## src/design/gs_pkg.sv

```systemverilog
//------------------------------------------------------------------------------
// gs_pkg
// shared types and constants for the gauss-seidel linear solver
//------------------------------------------------------------------------------
package gs_pkg;

    localparam int VALUE_W  = 32;
    localparam int PROD_W   = 64;
    localparam int CHANGE_W = 40;
    localparam int RESULT_LIMIT = 16;

    localparam logic [1:0] FUNC_LOAD_COEF  = 2'd0;
    localparam logic [1:0] FUNC_LOAD_RIGHT = 2'd1;
    localparam logic [1:0] FUNC_LOAD_GUESS = 2'd2;
    localparam logic [1:0] FUNC_SOLVE      = 2'd3;

    localparam logic [1:0] STATUS_CONVERGED = 2'd0;
    localparam logic [1:0] STATUS_LIMIT     = 2'd1;
    localparam logic [1:0] STATUS_ZERO_DIAG = 2'd2;

    localparam logic [1:0] REG_MATRIX_SIZE = 2'd0;
    localparam logic [1:0] REG_TOLERANCE   = 2'd1;
    localparam logic [1:0] REG_MAX_SWEEPS  = 2'd2;

    // divider request and reply
    typedef struct packed {
        logic                      start;
        logic signed [PROD_W-1:0]  num;
        logic signed [VALUE_W-1:0] den;
    } div_req_t;

    typedef struct packed {
        logic                      done;
        logic signed [VALUE_W-1:0] quo;
    } div_rsp_t;

    // saturating signed 64-bit add
    function automatic logic signed [PROD_W-1:0] sat_add64(
        input logic signed [PROD_W-1:0] a,
        input logic signed [PROD_W-1:0] b
    );
        logic signed [PROD_W-1:0] s;
        begin
            s = a + b;
            if (a[PROD_W-1] == b[PROD_W-1] && s[PROD_W-1] != a[PROD_W-1])
                s = a[PROD_W-1] ? {1'b1, {(PROD_W-1){1'b0}}} : {1'b0, {(PROD_W-1){1'b1}}};
            return s;
        end
    endfunction

    // saturating signed 64-bit subtract
    function automatic logic signed [PROD_W-1:0] sat_sub64(
        input logic signed [PROD_W-1:0] a,
        input logic signed [PROD_W-1:0] b
    );
        logic signed [PROD_W-1:0] s;
        begin
            s = a - b;
            if (a[PROD_W-1] != b[PROD_W-1] && s[PROD_W-1] != a[PROD_W-1])
                s = a[PROD_W-1] ? {1'b1, {(PROD_W-1){1'b0}}} : {1'b0, {(PROD_W-1){1'b1}}};
            return s;
        end
    endfunction

endpackage

```

## src/design/gs_divider.sv

```systemverilog
//------------------------------------------------------------------------------
// gs_divider
// radix-2 restoring divider, 64-bit numerator by 32-bit divisor, truncating
// toward zero, saturating the quotient to signed 32 bits
//------------------------------------------------------------------------------
module gs_divider
    import gs_pkg::*;
(
    input  logic     clk,
    input  logic     rst_n,
    input  div_req_t req,
    output div_rsp_t rsp
);

    logic [PROD_W-1:0]  rem_reg, rem_next;
    logic [PROD_W-1:0]  quo_reg, quo_next;
    logic [VALUE_W-1:0] den_reg, den_next;
    logic               neg_reg, neg_next;
    logic [6:0]         cnt_reg, cnt_next;
    logic               busy_reg, busy_next;
    logic               done_reg, done_next;

    logic [PROD_W:0]    trial;
    logic [PROD_W:0]    shifted;
    logic [VALUE_W-1:0] sat_q;

    // one quotient bit per cycle
    always_comb
    begin
        rem_next  = rem_reg;
        quo_next  = quo_reg;
        den_next  = den_reg;
        neg_next  = neg_reg;
        cnt_next  = cnt_reg;
        busy_next = busy_reg;
        done_next = 1'b0;
        shifted   = {rem_reg, quo_reg[PROD_W-1]};
        trial     = shifted - {{(PROD_W-VALUE_W+1){1'b0}}, den_reg};
        if (req.start)
        begin
            rem_next  = '0;
            quo_next  = req.num[PROD_W-1] ? (~req.num + 1'b1) : req.num;
            den_next  = req.den[VALUE_W-1] ? (~req.den + 1'b1) : req.den;
            neg_next  = req.num[PROD_W-1] ^ req.den[VALUE_W-1];
            cnt_next  = 7'd0;
            busy_next = 1'b1;
        end
        else if (busy_reg)
        begin
            if (!trial[PROD_W])
            begin
                rem_next = trial[PROD_W-1:0];
                quo_next = {quo_reg[PROD_W-2:0], 1'b1};
            end
            else
            begin
                rem_next = shifted[PROD_W-1:0];
                quo_next = {quo_reg[PROD_W-2:0], 1'b0};
            end
            cnt_next = cnt_reg + 7'd1;
            if (cnt_reg == 7'(PROD_W-1))
            begin
                busy_next = 1'b0;
                done_next = 1'b1;
            end
        end
    end

    always_ff @(posedge clk or negedge rst_n)
    begin
        if (!rst_n)
        begin
            busy_reg <= 1'b0;
            done_reg <= 1'b0;
            cnt_reg  <= '0;
        end
        else
        begin
            busy_reg <= busy_next;
            done_reg <= done_next;
            cnt_reg  <= cnt_next;
        end
    end

    always_ff @(posedge clk)
    begin
        rem_reg <= rem_next;
        quo_reg <= quo_next;
        den_reg <= den_next;
        neg_reg <= neg_next;
    end

    // sign and saturation of the magnitude quotient
    always_comb
    begin
        if (!neg_reg)
            sat_q = (quo_reg > 64'h7FFF_FFFF) ? 32'h7FFF_FFFF : quo_reg[VALUE_W-1:0];
        else if (quo_reg >= 64'h8000_0000)
            sat_q = 32'h8000_0000;
        else
            sat_q = ~quo_reg[VALUE_W-1:0] + 1'b1;
    end

    assign rsp.done = done_reg;
    assign rsp.quo  = sat_q;

    ast_no_restart: assert property (@(posedge clk) disable iff (!rst_n)
        busy_reg |-> !req.start) else $error("divider restarted while busy");
    ast_done_pulse: assert property (@(posedge clk) disable iff (!rst_n)
        done_reg |=> !done_reg) else $error("divider done held");
    ast_done_idle: assert property (@(posedge clk) disable iff (!rst_n)
        done_reg |-> !busy_reg) else $error("divider done while busy");

endmodule

```

## config.mk

```make
export PLATFORM = sky130hd
export DESIGN_NAME = gs_divider
export DESIGN_NICKNAME = d
export VERILOG_FILES = /design/src/design/gs_pkg.sv /design/src/design/gs_divider.sv
export SDC_FILE = /design/constraint.sdc
export NUM_CORES = 1
export LEC_CHECK = 0
export BUFFER_PORTS_ARGS = -buffer_cell sky130_fd_sc_hd__buf_4
export CAP_MARGIN = 10
export CORE_UTILIZATION = 35
export CTS_BUF_LIST = sky130_fd_sc_hd__clkbuf_8
export DETAILED_ROUTE_END_ITERATION = 7
export GPL_TIMING_DRIVEN = 0
export PLACE_DENSITY = 0.5
export REMOVE_ABC_BUFFERS = 1
export SLEW_MARGIN = 40
export SYNTH_ARGS = -nofsm -noshare
export SYNTH_HDL_FRONTEND = slang
export SYNTH_SLANG_ARGS = --single-unit
```

## constraint.sdc

```tcl
create_clock -name clk -period 6.1 [get_ports clk]
set_input_delay 0.305 -clock clk [delete_from_list [all_inputs] [get_ports clk]]
set_output_delay 0.305 -clock clk [all_outputs]
set_load 0.005 [all_outputs]
```

# After elaboration in Yosys (flattened, before gate mapping)
# Index checks and enable logic that the tools add are counted.
classes:
  eq_ne: 1
  magnitude_cmp: 2
  addsub: 5
  bitwise: 4
  n_mux: 17
  n_reduce_logical: 1
ops:
  columns: ["cell", "n"]
  rows:
  - ["2-to-1 mux 64 bit", 4]
  - ["2-to-1 mux 32 bit", 3]
  - ["subtractor 65 x 32 -> 65 bit", 1]
  - ["adder 32 x 1 -> 32 bit, second input constant", 2]
  - ["adder 64 x 1 -> 64 bit, second input constant", 1]
  - [">= comparator 64 x 32 -> 1 bit, second input constant", 1]
  - ["> comparator 64 x 31 -> 1 bit, second input constant", 1]
  - ["inverter 32 bit", 2]
  - ["inverter 64 bit", 1]
  - ["2-to-1 mux 31 bit", 1]
  - ["2-to-1 mux 7 bit", 2]
  - ["adder 7 x 1 -> 7 bit, second input constant", 1]
  - ["== test 7 x 6 -> 1 bit, second input constant", 1]
  - ["2-to-1 mux 1 bit", 7]
  - ["nonzero test 2 bit", 1]
  - ["bitwise XOR 1 bit", 1]
totals:
  regBits: 170
  in_bits: 99
  output_inout_bits: 33
  word_cells: 38

# Longest topological paths before layout
# Gate-level depths: netlist of the first run.
depth:
  ltp_word: 4
  mapped_depth: 14
  depth_no_buf: 12

# Worst setup path after synthesis of the first run
# Ideal clock, no wire load.
synth_path:
  kind: "reg-to-reg"
  from: "register den_reg[29]"
  to: "register rem_reg[46]"
  setup_time_ns: 0.062
  path_buffers: 2
  arrival_time_ns: 3.399
  required_time_ns: 6.038
  slack_ns: 2.639
  stages_incl_launch_ff: 14
  period_less_slack_ns: 3.461
  path_cell_list: "edfxtp_1 > inv_1 > ha_1 > clkbuf_1 > a21oi_1 > o211ai_2 > nor4_2 > and4_1 > a21oi_2 > or2_1 > or4_1 > clkbuf_2 > or4_1 > nand3_1"
synth_between:
  elab_chain_len: 2
synth_rtl:
  columns: ["item", "line_no", "rtl"]
  rows:
  - ["start, declared", "gs_divider.sv:17", "logic [VALUE_W-1:0] den_reg, den_next;"]
  - ["start signal, assigned", "gs_divider.sv:89", "den_reg <= den_next;"]
  - ["subtractor 65 x 32 -> 65 bit", "gs_divider.sv:38", "trial = shifted - {{(PROD_W-VALUE_W+1){1'b0}}, den_reg};"]
  - ["2-to-1 mux 64 bit", "gs_divider.sv:50", "if (!trial[PROD_W])"]
  - ["end signal, assigned", "gs_divider.sv:87", "rem_reg <= rem_next;"]
  - ["end, declared", "gs_divider.sv:15", "logic [PROD_W-1:0] rem_reg, rem_next;"]
# Every way passes these cells.
# A chain may end at the register's enable or synchronous reset.

==> impl_metrics.yaml, run 1 <==
run_status:
  status: "finished, final reports clean"
timing:
  period_minus_slack_ns: 4.53
  rsz0062_at_grt: "false"
  tightest_slew_ns: 0.782
  hold_viol: 0
  slew_headroom_pct: 47.3
  hold_ws_ns: 0.0999
  finalCritPeriodShare_pct: 74.3
  max_freq_ghz: 0.221
  report.final.slew_viol_count: 0
  fin_skew_ns: 0.0186
  setup_viol: 0
  finalWorstSetupSlack_ns: 1.57
clocking:
  h-tree-depth: 4
  clockRootBuffer: "clkbuf_8"
  clockBufferDepth: 2
  cts_buffers: 17
  clkSinkCount: 170
  cts-resized-gates: 0
  tritoncts: "built"
  clk_pin_slew_worst_paths_ns: 0.11
  clock_latency_ns: 0.50
worst_hold_path:
  holdCritStartpoint: "req[3]"
  min_path_cells: 2
  holdPathEnd: "den_reg[3]$_DFFE_PP_"
  min_path_type: "input port to flip-flop"
yosys:
  syn_area_sq_um: 11900
  yosysSeqAreaShare_pct: 37.0
  yosys.area.top_type_share_pct: 24.4
  yosysWarnings: 0
  synthTopCellsByArea: "edfxtp_1 (24%), dfxtp_1 (11%), xor2_1 (7.3%)"
  yosys.area.top_type: "edfxtp_1"
  synthCells: 1442
  ys_ff_latch: 170
  async_flop_share_pct: 5.29
  avgSynthCellArea_sq_um: 8.28
  synth-edff-count: 97
  synth_cell_types: 71
  ys.flop_type: "edfxtp_1"
place:
  io_buffers: 131
  routabilityCongestion: 0.859
  dp_worst_setup_slack_ns: 1.97
  hpwl_microns: 23400
setup_path:
  arrival_ns: 4.23
  r2r_cells: 12
  r2r_start: "den_reg[29]$_DFFE_PP_"
  crit_type: "flip-flop to output pin"
  crit_required_ns: 5.79
  rr_endpoint: "rem_reg[46]$_SDFFE_PP0P_"
  ff2ff_setup_slack_ns: 1.93
  worstSetupStartpointType: "flip-flop"
  cp-end-kind: "output pin"
  path_max_fanout: 7
power_and_ir_drop:
  p_leak_uw: 0.00524
  power_density_nw_per_um2: 359
  irDropWorstVdd_mv: 0.200
  total_power_uw: 4970
cells_and_area:
  drive_gt1_share_pct: 13.1
  final_nets: 1660
  final_util_pct: 41.4
  fillCellCount: 3523
  area_delta_synth_final_pct: 16.2
route:
  first_pass_iters: 7
  wl_per_cell_microns: 16.3
  route.detailed.drc: 0
  finalWirelength_microns: 32400
  vias: 10800
  drtAntennaViolNets: 0
  via_per_inst: 5.46
  first_iter_violations: 754
global_routing:
  grt_pass1_wl_microns: 52900
  antenna_found_initial: 2
  grtUsageTotal_pct: 18.5
  grt-ovfl-total: 0
  grt_pass1_vias: 10200
  grt_max_degree: 87
die:
  die_area_sq_um: 34800
  fp.dieH_microns: 187
  core-area_sq_um: 33500
  boundaryPins: 132
  fp-row-count: 67
  fp.dieW_microns: 187
  start_util_pct: 35.6
job:
  maxCapViolCount: 0
## worst max-delay path, cell delays in order, from the launching register on
cell,delay (ns)
edfxtp_1,0.51
or3_1,0.45
or4_1,0.50
nor4b_1,0.52
nand2_1,0.22
or4_1,0.53
or2_2,0.35
o21ai_0,0.15
nand2_1,0.07
o311ai_0,0.20
buf_4,0.23
## power breakdown
part | internal (uW) | leakage (uW) | switching (uW)
Clock | 318 | 0.000201 | 513
Sequential | 1490 | 0.00162 | 251
Combinational | 1020 | 0.00341 | 1380
## area by class of cell
cell class | instances | area [sq um] | share of cell area, %
Tap cell | 448 | 561 | 4.04
Sequential cell | 170 | 4420 | 31.9
Clock buffer | 18 | 248 | 1.79
Timing Repair Buffer | 143 | 1220 | 8.79
Clock inverter | 14 | 151 | 1.09
Multi-Input combinational cell | 1134 | 7040 | 50.8
Antenna cell | 1 | 2.50 | 0.0180
Inverter | 58 | 223 | 1.61
## routing by layer
metal | vias up | routed length, microns | track usage (%)
met4 | 0 | 418 | 4.98
li1 | 5487 | - | -
met5 | - | 0 | 0
met2 | 213 | 15000 | 30.0
met3 | 23 | 1420 | 3.95
met1 | 5112 | 15600 | 24.8
## synth_stat cells (6+ instances only)
master and count:
a211oi_1 16, a21o_1 10, a21oi_1 112, a311oi_1 20, clkbuf_1 75, dfrtp_1 9, dfxtp_1 64, edfxtp_1 97
ha_1 36, inv_1 58, nand2_1 162, nand2b_1 11, nand3_1 25, nand3b_1 6, nand4_1 20, nand4b_1 7
nor2_1 159, nor2b_1 6, nor3_1 42, nor4_1 33, o211ai_1 8, o21ai_0 115, o311ai_0 27, o31ai_1 24
o41ai_1 19, or2_2 8, or3_1 27, or4_1 24, xnor2_1 50, xor2_1 99
## cells by family after synthesis
family | Yosys count | share of synthesized area (%)
AOI/OAI and AO/OA | 387 | 20.5
xor gates and xnor gates | 149 | 10.9
adders and majority gates | 37 | 3.94
buffers and inverters | 138 | 4.45
DFF | 170 | 37.0
muxes | 3 | 0.252
and+or+nand+nor | 558 | 22.9
## repair_timing
action,CTS,global route
hold buffers,2,0
endpoints found under the hold margin,10,0
setup buffers,0,0
## through the flow
step	std cells	TNS, ns	area, sq um
5_1_grt	1985	0	13900
3_5_place_dp	1951	0	13400
3_3_place_gp	1941	-64.02	13200
4_1_cts	1985	0	13900
2_1_floorplan	1362	0	11600
6_report	1986	0	13900
## cells in the final DEF (no fill, tap or decap), drive strengths merged, types with 19 or more instances in the layout
master and instances:
nor4 36, ha 36, xor2 99, a21oi 113
o41ai 19, nor3 42, o21ai 116, o311ai 27
dfxtp 64, nand2 162, xnor2 50, o31ai 24
a311oi 20, or3 28, buf 141, nor2 159
inv 66, or4 25, nand3 25, nand4 20
edfxtp 97
## worst max-delay path by stage
stage                                           to  cells after the start  slack [ns]                  start
after floorplan               quo_reg[0]$_DFFE_PP_                      2        2.04     busy_reg$_DFF_PN0_
after global placement        quo_reg[0]$_DFFE_PP_                      2       -0.98     busy_reg$_DFF_PN0_
after detailed placement  rem_reg[46]$_SDFFE_PP0P_                     12        1.97  den_reg[29]$_DFFE_PP_
after CTS                                  rsp[29]                     10        1.52   quo_reg[2]$_DFFE_PP_
after global routing                       rsp[29]                     10        1.33   quo_reg[2]$_DFFE_PP_
final                                      rsp[27]                     10        1.57   quo_reg[2]$_DFFE_PP_
No activity file was read; power rests on OpenSTA's default activity.
==> run 2, diff against run 1 <==
Settings changed: PLACE_DENSITY 0.5 to 0.52.
Clock period 6.1 ns to 3.8 ns, I/O delays scaled along.
==> run 2 against run 1 <==
  * Flip-flop and latch count stayed put
  * Core utilization is 1.9 points higher
  * Critical endpoint is now rsp[26]
  * Final cell count is 2.5% higher
  * Clock power is 72% higher
  * Critical path depth is 1 higher
  * Critical path type unchanged
  * Hold slack worse by 0.059 ns
  * Worst setup slack worse by 1.5 ns
  * First-iteration DRC count is 4.9% lower
  * Sequential share of layout area is 1.4 points lower
  * Register-to-register slack worse by 1.8 ns
  * Sequential power is 60% higher
==> impl_metrics.yaml, run 2 (same netlist as run 1, synthesis figures left out) <==
run_status:
  status: "finished, final reports clean"
route:
  met3_length_microns: 1370
  wl_per_cell_microns: 16.2
  drt-met1-wl_microns: 15700
  top_layer_used: "met4"
  drtAntennaViolNets: 0
  finalWirelength_microns: 33000
  route.detailed.drc: 0
  via_per_inst: 5.44
  first_pass_iters: 5
  vias: 11100
  first_iter_violations: 717
  wl_met2_microns: 15700
clocking:
  clk_pin_slew_worst_paths_ns: 0.10
  cts_buffers: 17
  clockRootBuffer: "clkbuf_8"
  tritoncts: "built"
  clockBufferDepth: 2
  clkSinkCount: 170
  h-tree-depth: 4
  clock_latency_ns: 0.49
timing:
  tightest_slew_ns: 0.791
  rsz0062_at_grt: "true"
  report.final.slew_viol_count: 0
  fin_skew_ns: 0.0164
  slew_headroom_pct: 47.0
  max_freq_ghz: 0.268
  hold_ws_ns: 0.0410
  finalCritPeriodShare_pct: 98.2
  period_minus_slack_ns: 3.73
  setup_viol: 0
  hold_viol: 0
global_routing:
  grt_pass1_wl_microns: 54000
  antenna_found_initial: 3
  grt_max_degree: 99
  grt-ovfl-total: 0
  grt_pass1_vias: 10600
  grtUsageTotal_pct: 18.8
power_and_ir_drop:
  p_leak_uw: 0.00550
  p_sw_share_pct: 41.6
  power.internal_uw: 4850
  power_density_nw_per_um2: 572
  clkPwrFrac_pct: 17.2
  combPwrFrac_pct: 49.3
  irDropWorstVdd_mv: 0.324
  total_power_uw: 8300
  power_frac_seq_pct: 33.6
  p_sw_uw: 3450
cells_and_area:
  layout_commonest_cell: "nand2_1"
  drive_gt1_share_pct: 15.8
  mostFrequentLayoutCells: "nand2_1 (159), nor2_1 (157), buf_4 (150)"
  final_nets: 1707
  area_delta_synth_final_pct: 21.6
  final_util_pct: 43.3
setup_path:
  path_max_fanout: 4
  cp-end-kind: "output pin"
  cp.depth: 11
  slowest_delay_ns: 0.58
  arrival_ns: 3.54
  crit_slowest_cell: "or4b_4"
  worstSetupStartpointType: "flip-flop"
  crit_top_cell: "or3_4"
  cp_cell_sequence: "inv_1, ha_2, nor3b_4, nand4_1, or4b_4, or3_4, or3_4, nor4_1, o21ai_1, o311ai_2, buf_4"
  r2r_cells: 13
  crit_required_ns: 3.61
  crit_family: "simple AND/OR/NAND/NOR gates"
  crit_buf_inv: 2
  crit_type: "flip-flop to output pin"
worst_hold_path:
  min_path_type: "input port to flip-flop"
  min_path_cells: 2
place:
  routabilityCongestion: 0.826
  io_buffers: 131
  hpwl_microns: 23300
die:
  core-area_sq_um: 33500
  fp.dieH_microns: 187
  boundaryPins: 132
  fp.dieW_microns: 187
  fp-row-count: 67
  start_util_pct: 35.6
  die_area_sq_um: 34800
job:
  maxCapViolCount: 0
run 2: changes by cell type in the layout (fill, tap and decap cells not counted), moves of 4 or more:
cell and change:
o311ai_0 -18, or4_1 -4, o311ai_2 +5, dlygate4sd3_1 +27, buf_4 +18, or4_4 +4, o21ai_0 -4, o311ai_1 +12
o21ai_1 +4
run 2: area by class of cell:
type | count | area, sq um
fillers | 3402 | 19000
multi-input cells | 1135 | 7230
flip-flops and latches | 170 | 4420
repair buffers | 189 | 1640
well taps | 448 | 561
clock buffers | 17 | 234
inverters | 58 | 226
clock inverters | 15 | 190
diodes | 3 | 7.51
run 2: path summary, 6_finish.rpt:
kind                                     startpoint                        to  slack, ns
min reg2reg                rem_reg[62]$_SDFFE_PP0P_  rem_reg[62]$_SDFFE_PP0P_       0.49
max                            quo_reg[1]$_DFFE_PP_                   rsp[26]       0.07
min                                         req[23]     den_reg[23]$_DFFE_PP_       0.04
max in group asynchronous                     rst_n        busy_reg$_DFF_PN0_       3.58
min in group asynchronous                     rst_n    cnt_reg[2]$_DFFE_PN0P_       0.06
max reg2reg                   quo_reg[63]$_DFFE_PP_  rem_reg[46]$_SDFFE_PP0P_       0.16
run 2: metrics by stage:
step	area, sq um	cells	setup TNS [ns]	setup WS (ns)
finish	14500	2035	0	0.0672
global route	14500	2035	-0.258	-0.0783
detailed placement	13400	1950	-0.673	-0.322
floorplan	11600	1362	-17.02	-0.260
global placement	13200	1941	-280.47	-3.11
CTS	14400	2024	-0.220	-0.0304
run 2: routing by layer:
metal | up-vias | global-route usage, %
met5 | - | 0
met2 | 225 | 31.8
met4 | 0 | 3.72
met1 | 5238 | 25.0
li1 | 5585 | -
met3 | 15 | 3.57
run 2: power by group through the flow:
stage	combinational (uW)	clock [uW]	sequential, uW
final	4090	1430	2790
after global routing	4560	1540	2860
after CTS	3980	1480	2780
after detailed placement	3820	0	2820
after global placement	3680	0	2820
after floorplan	2750	0	2720
run 2: timing repair:
action	in CTS	in global routing
cloned	1	1
hold endpoints to repair	38	0
resized for setup	42	17
hold buffers	29	0
setup buffers	12	6
pin swaps	4	11
endpoints found under the setup margin	31	33
==> run 3, diff against run 2 <==
Settings changed: HOLD_SLACK_MARGIN from default to 0.08.
==> run 3 against run 2 <==
  * Wire length up 1.3%
  * Final area up 3.6%
  * Clock-buffer cell count unchanged
  * Non-clock buffer count up 52
  * Global-route usage up 0.24 points
  * Sequential power about the same
  * Largest cell class unchanged
==> impl_metrics.yaml, run 3 (same netlist as run 1, synthesis figures left out) <==
timing:
  max_freq_ghz: 0.268
  period_minus_slack_ns: 3.74
  tightest_slew_ns: 0.806
  fin_skew_ns: 0.0141
  slew_headroom_pct: 46.0
  rsz0062_at_grt: "true"
  report.final.slew_viol_count: 0
  setup_viol: 0
  finalCritPeriodShare_pct: 98.3
  hold_viol: 0
cells_and_area:
  drive_gt1_share_pct: 15.3
  fillCellCount: 3371
  final_nets: 1759
  multi_input_comb_area_sq_um: 7230
  fin_cells: 2087
  final-seq-area_sq_um: 4420
  fin_area_sq_um: 15000
  final_util_pct: 44.8
  layout_commonest_cell: "nand2_1"
  area_delta_synth_final_pct: 26.0
  mostFrequentLayoutCells: "nand2_1 (159), nor2_1 (157), buf_4 (150)"
clocking:
  h-tree-depth: 4
  clkSinkCount: 170
  clockBufferDepth: 2
  clk_pin_slew_worst_paths_ns: 0.10
  tritoncts: "built"
  cts_buffers: 17
  clock_latency_ns: 0.49
  clockRootBuffer: "clkbuf_8"
route:
  route.detailed.drc: 0
  via_per_inst: 5.41
  top_layer_used: "met4"
  vias: 11300
  finalWirelength_microns: 33400
  drtAntennaViolNets: 0
  first_iter_violations: 724
  wl_met2_microns: 16100
  met3_length_microns: 1430
  first_pass_iters: 5
  wl_per_cell_microns: 16.0
  drt-met1-wl_microns: 15700
place:
  routabilityCongestion: 0.826
  post_dp_cell_area_sq_um: 13400
  hpwl_microns: 23300
  io_buffers: 131
  placed_cells: 1950
die:
  fp.dieH_microns: 187
  fp.dieW_microns: 187
  boundaryPins: 132
  start_util_pct: 35.6
  fp-row-count: 67
  die_area_sq_um: 34800
  core-area_sq_um: 33500
job:
  maxCapViolCount: 0
power_and_ir_drop:
  power_density_nw_per_um2: 555
  irDropWorstVdd_mv: 0.320
  p_leak_uw: 0.00572
setup_path:
  arrival_ns: 3.55
  crit_type: "flip-flop to output pin"
  cp-end-kind: "output pin"
  crit_required_ns: 3.61
  worstSetupStartpointType: "flip-flop"
  path_max_fanout: 4
worst_hold_path:
  min_path_type: "input port to flip-flop"
global_routing:
  grtUsageTotal_pct: 19.1
  grt_max_degree: 99
  grt_pass1_wl_microns: 54700
  antenna_found_initial: 3
  grt_pass1_vias: 10800
  grt-ovfl-total: 0
run_status:
  status: "finished, final reports clean"
## run 3: cell types whose count changed in the layout (fill, tap and decap cells not counted)
cell           before  now
dlygate4sd3_1      29   81
## run 3: report_power, final
group | leakage [uW] | internal [uW] | switching [uW]
registers | 0.00162 | 2390 | 397
logic | 0.00389 | 1830 | 2300
clock network | 0.000207 | 664 | 763
total | 0.00572 | 4880 | 3460
## run 3: timing repair
item | in CTS | in global routing
gates resized for setup | 42 | 17
hold buffers | 81 | 0
setup endpoints to repair | 31 | 33
cloned | 1 | 1
setup buffers | 12 | 6
pin swaps | 4 | 11
endpoints found under the hold margin | 111 | 0
## run 3: layout make-up
cell class / instances / area share (%)
Clock buffer: 17 / 1.56
Inverter: 58 / 1.51
Multi-Input combinational cell: 1135 / 48.1
Timing Repair Buffer: 241 / 14.4
Sequential cell: 170 / 29.4
Antenna cell: 3 / 0.0499
Tap cell: 448 / 3.73
Clock inverter: 15 / 1.27
## run 3: worst max-delay path: stages (launching register included)
cell and delay, ns:
edfxtp_1 0.45, inv_1 0.09, ha_2 0.19, nor3b_4 0.22
nand4_1 0.22, or4b_4 0.58, or3_4 0.36, or3_4 0.37
nor4_1 0.18, o21ai_1 0.11, o311ai_2 0.13, buf_4 0.18
## run 3: final timing paths
check,from,endpoint,slack [ns],depth (start not counted)
max,quo_reg[1]$_DFFE_PP_,rsp[26],0.06,11
min,req[85],quo_reg[53]$_DFFE_PP_,0.12,3
max reg2reg,quo_reg[63]$_DFFE_PP_,rem_reg[46]$_SDFFE_PP0P_,0.18,13
min reg2reg,rem_reg[62]$_SDFFE_PP0P_,rem_reg[62]$_SDFFE_PP0P_,0.49,2
max in group asynchronous,rst_n,busy_reg$_DFF_PN0_,2.76,3
min in group asynchronous,rst_n,cnt_reg[5]$_DFFE_PN0P_,0.71,3
## run 3: stage by stage
step           setup TNS (ns)  setup WS, ns  total power (uW)  hold slack, ns
4_1_cts                -0.220       -0.0304              8280          0.0801
2_1_floorplan          -17.02        -0.260              5470          -0.106
6_report                    0        0.0648              8350           0.122
3_5_place_dp           -0.673        -0.322              6640          0.0225
3_3_place_gp          -280.47         -3.11              6500          0.0216
5_1_grt                -0.258       -0.0783              9000          0.0847
## run 3: layer usage
metal	GRT usage [%]	vias up
li1	-	5685
met1	25.0	5344
met2	32.6	254
met3	3.55	17
met4	3.72	0
met5	0	-
